File: src/design/vdlp_pkg.sv
// Shared types and constants for the vector display-list processor.
package vdlp_pkg;

    typedef enum logic [1:0] {
        FUNC_WRITE_RAM   = 2'd0,
        FUNC_WRITE_COLOR = 2'd1,
        FUNC_START       = 2'd2,
        FUNC_STEP        = 2'd3
    } func_t;

    typedef enum logic [2:0] {
        OP_LONG   = 3'd0,
        OP_HALT   = 3'd1,
        OP_SHORT  = 3'd2,
        OP_STATUS = 3'd3,
        OP_CENTRE = 3'd4,
        OP_CALL   = 3'd5,
        OP_RETURN = 3'd6,
        OP_JUMP   = 3'd7
    } op_t;

    typedef enum logic [1:0] {
        FAULT_NONE      = 2'd0,
        FAULT_UNDERFLOW = 2'd1,
        FAULT_OVERFLOW  = 2'd2
    } fault_t;

    localparam int EN_RED   = 2;
    localparam int EN_GREEN = 1;
    localparam int EN_BLUE  = 0;

    localparam logic [9:0] CENTRE_POS = 10'd512;

    typedef struct packed {
        logic [1:0]  func;
        logic [11:0] address;
        logic [15:0] data;
    } in_item_t;

    typedef struct packed {
        logic               drawn;
        logic               is_point;
        logic signed [15:0] start_x;
        logic signed [15:0] start_y;
        logic signed [15:0] end_x;
        logic signed [15:0] end_y;
        logic [7:0]         red;
        logic [7:0]         green;
        logic [7:0]         blue;
        logic               halted;
        logic [1:0]         fault;
    } out_item_t;

    // multiplier request from the sequencer
    typedef struct packed {
        logic               start;
        logic signed [15:0] operand;
    } mul_req_t;

endpackage

File: src/design/vdlp_mul.sv
// Shared delta multiplier: signed operand times unsigned scale, registered.
module vdlp_mul
    import vdlp_pkg::*;
(
    input  logic        clk,
    input  mul_req_t    req,
    input  logic [15:0] scale,
    output logic [31:0] product
);

    logic [31:0] product_reg;
    logic [31:0] product_next;

    // multiply a sign-extended delta by the zero-extended scale
    always_comb
    begin
        product_next = product_reg;
        if (req.start)
        begin
            product_next = 32'($signed({{16{req.operand[15]}}, req.operand})
                             * $signed({16'd0, scale}));
        end
    end

    always_ff @(posedge clk)
    begin
        product_reg <= product_next;
    end

    assign product = product_reg;

endmodule

File: config.mk
export PLATFORM = sky130hd
export DESIGN_NAME = vdlp_mul
export DESIGN_NICKNAME = d
export VERILOG_FILES = /design/src/design/vdlp_pkg.sv /design/src/design/vdlp_mul.sv
export SDC_FILE = /design/constraint.sdc
export NUM_CORES = 1
export LEC_CHECK = 0
export BUFFER_PORTS_ARGS = -buffer_cell sky130_fd_sc_hd__buf_4
export CORE_MARGIN = 3
export CORE_UTILIZATION = 64
export DETAILED_ROUTE_END_ITERATION = 12
export HOLD_SLACK_MARGIN = 0.15
export PLACE_DENSITY_LB_ADDON = 0.05
export SKIP_LAST_GASP = 1
export SYNTH_ARGS = -nofsm -noshare
export SYNTH_HDL_FRONTEND = slang
export SYNTH_SLANG_ARGS = --single-unit
export TNS_END_PERCENT = 50
File: constraint.sdc
create_clock -name clk -period 7.5 [get_ports clk]
set_input_delay 1.5 -clock clk [delete_from_list [all_inputs] [get_ports clk]]
set_output_delay 1.5 -clock clk [all_outputs]
set_load 0.02 [all_outputs]
==> impl_results.rst <==
.. list-table::
   :header-rows: 1

   * - Metric
     - Value
   * - Post-synth ARST share
     - 0
   * - Global routing met3 resource utilization
     - 0.0256
   * - Status
     - finished clean
   * - Final Hold Vio Count
     - 0
   * - Largest cells by area after synthesis
     - fa_1 39%, ha_1 15%, edfxtp_1 9.7%, inv_1 9.2%, and2_1 7.7%
   * - Post-Syn Nets
     - 1422
   * - Final cell count without fillers
     - 1292
   * - Largest net degree at the start of global routing
     - 33
   * - Setup Fix Bufs, Post-CTS
     - 0
   * - Seq cells post-synth
     - 32
   * - Ratio of cells with drive above 1 in the final layout
     - 0.0740
   * - Half-perimeter wire length after detailed placement
     - 17800 um
   * - Final routed wire length divided by cell count
     - 16.8 um
   * - Area enclosed by the die boundary
     - 17100 um2
   * - Number of violations of the max-capacitance limit
     - 0
   * - Clk root buf
     - clkbuf_16
   * - Starting DRT DRC Count
     - 425
   * - Cell taking the most area after synthesis
     - fa_1
   * - Number of buffers inserted by hold repair at cts
     - 0
   * - GR Overflow Total
     - 0
   * - RSZ-0062 raised after global routing
     - false
   * - Area growth, synth to finish
     - 6.54%
   * - Initial Utilization
     - 0.669
   * - Synthesized area divided by synthesized cell count
     - 9.23 um2
   * - Wirelength, routed
     - 21800 um
   * - Via count of the first global-routing pass
     - 7395
   * - Global-route track usage on met1
     - 0.376
   * - Number of enable-type register cells in the synthesized netlist
     - 32
   * - Critical path endpoint category
     - register
   * - # clock sinks
     - 32
   * - Worst Tran Pin Value
     - 526 ps
   * - Cell with the most instances after synthesis
     - inv_1
   * - Post-route clock period utilization
     - 0.896
   * - Maximum buffer depth of the clock tree
     - 2
   * - Leading register cell type out of synthesis
     - edfxtp_1
   * - Site row count
     - 44
   * - Total of warnings raised by yosys
     - 0
   * - Grt met2 use
     - 0.484
   * - Die Y-Extent
     - 131 um
   * - Crit path time final
     - 6720 ps
   * - Last weighted congestion value of the routability-driven placer
     - 0.911
   * - Final count of negative-setup-slack endpoints
     - 0
   * - Number of nets with antenna violations after detailed routing
     - 0
   * - Cell count after synthesis
     - 1077
   * - Final layout net count
     - 1453
   * - Via count of the routed design
     - 7276
   * - Maximum fanout along the worst path
     - 16
   * - CTS tree
     - built
   * - Total global routing track utilization
     - 0.274
   * - Max Fclk
     - 0.149 GHz
   * - Headroom to the max-slew limit
     - 0.646
   * - Worst path arrival time
     - 6820 ps
   * - End-of-flow core utilization
     - 0.713
   * - Startpoint type of the worst setup path
     - primary input
   * - Number of CTS-inserted buffers
     - 5
   * - Post-synth cell types
     - 54
   * - Std-Cell Core Area
     - 14900 um2
   * - Inst Count DP
     - 1285
   * - Count of boundary I/O pins
     - 66
   * - Remaining DRCs
     - 0
   * - Port Buffers
     - 65
   * - Clock transition time at the flip-flop clock pins of the worst setup and hold paths
     - 50 ps
   * - Post-synthesis sequential area ratio
     - 0.0967
   * - Number of antenna diodes
     - 0
   * - Gates resized, CTS repair
     - 0
   * - Mean number of vias per cell
     - 5.63
   * - Total negative slack
     - 0 ps
   * - Largest register FFs
     - 32
   * - Most congested layer reported by global routing
     - met2
   * - Horiz. Die Dim
     - 131 um
   * - Antenna violations before repair
     - 0
   * - First-pass GRT wire length
     - 36600 um
   * - Drt pass-1 iters
     - 6
   * - Critical setup path kind
     - in -> reg
   * - Htree depth
     - 2
   * - Leading cell types by count after synthesis
     - 244 x inv_1, 194 x fa_1, 137 x nand2_1, 123 x and2_1, 117 x ha_1
   * - Endpoint required time on the critical path
     - 7590 ps
   * - Pins Over Slew Limit
     - 0
   * - Class of the most critical hold timing path
     - in -> reg
   * - Area fraction of the dominant cell type after synthesis
     - 0.391
   * - Cell area after technology mapping
     - 9940 um2
   * - Cell depth of the worst hold path
     - 2
## area by class of cell
| type | instances | area [um2] |
|---|---|---|
| clock inverters | 2 | 7.51 |
| clock buffers | 5 | 125 |
| multi-input cells | 759 | 7860 |
| fillers | 1206 | 4270 |
| repair buffers | 66 | 495 |
| inverters | 244 | 916 |
| flip-flops and latches | 32 | 961 |
| well taps | 184 | 230 |
## metrics by stage
| stage | cell area (um2) | setup WS [ps] | hold WS, ps |
|---|---|---|---|
| final | 10600 | 776 | 1680 |
| after floorplan | 9940 | 870 | 1610 |
| after global placement | 10500 | 548 | 1930 |
| after CTS | 10600 | 819 | 1680 |
| after global routing | 10600 | 485 | 1700 |
| after detailed placement | 10500 | 542 | 1930 |
## final timing paths
check / from / end / slack [ps]
max: req[1] / product[31] / 780
min: req[0] / product[0] / 1680
## placed cells by master (no fill, tap or decap), types with 7 or more instances in the layout
| master | instances |
|---|---|
| inv_1 | 244 |
| fa_1 | 194 |
| nand2_1 | 137 |
| and2_1 | 123 |
| ha_1 | 117 |
| buf_4 | 66 |
| a21oi_1 | 32 |
| edfxtp_1 | 32 |
| nor2_1 | 31 |
| xnor2_1 | 21 |
| o21ai_0 | 12 |
| nand3_1 | 9 |
| nand2b_1 | 7 |
| a21o_1 | 7 |
| a211oi_1 | 7 |
## worst max-delay path: stages
cell and delay [ps]:
buf_4 210, nand2_1 130, fa_1 550, fa_1 530, fa_1 530, inv_1 60, fa_1 510, fa_1 490
inv_1 50, fa_1 470, inv_1 40, ha_1 390, nand4_1 200, a211oi_1 380, o21ai_1 220, and2_4 220
o41ai_2 320
## cell families after synthesis
kind of cell	Yosys count	synth area share
compound gates	91	0.0605
xor+xnor	25	0.0234
fa+ha+maj	311	0.538
buf+inv	286	0.113
flops	32	0.0967
mux	1	0.00113
simple gates	331	0.167
## per-layer routing
metal	vias to the layer above	routed length, um
met3	29	1120
met2	235	11500
li1	3341	-
met4	0	415
met1	3671	8770
met5	-	0
Power is not shown: default switching activity piles up to over one toggle a cycle in this logic, so the estimate is an artifact.
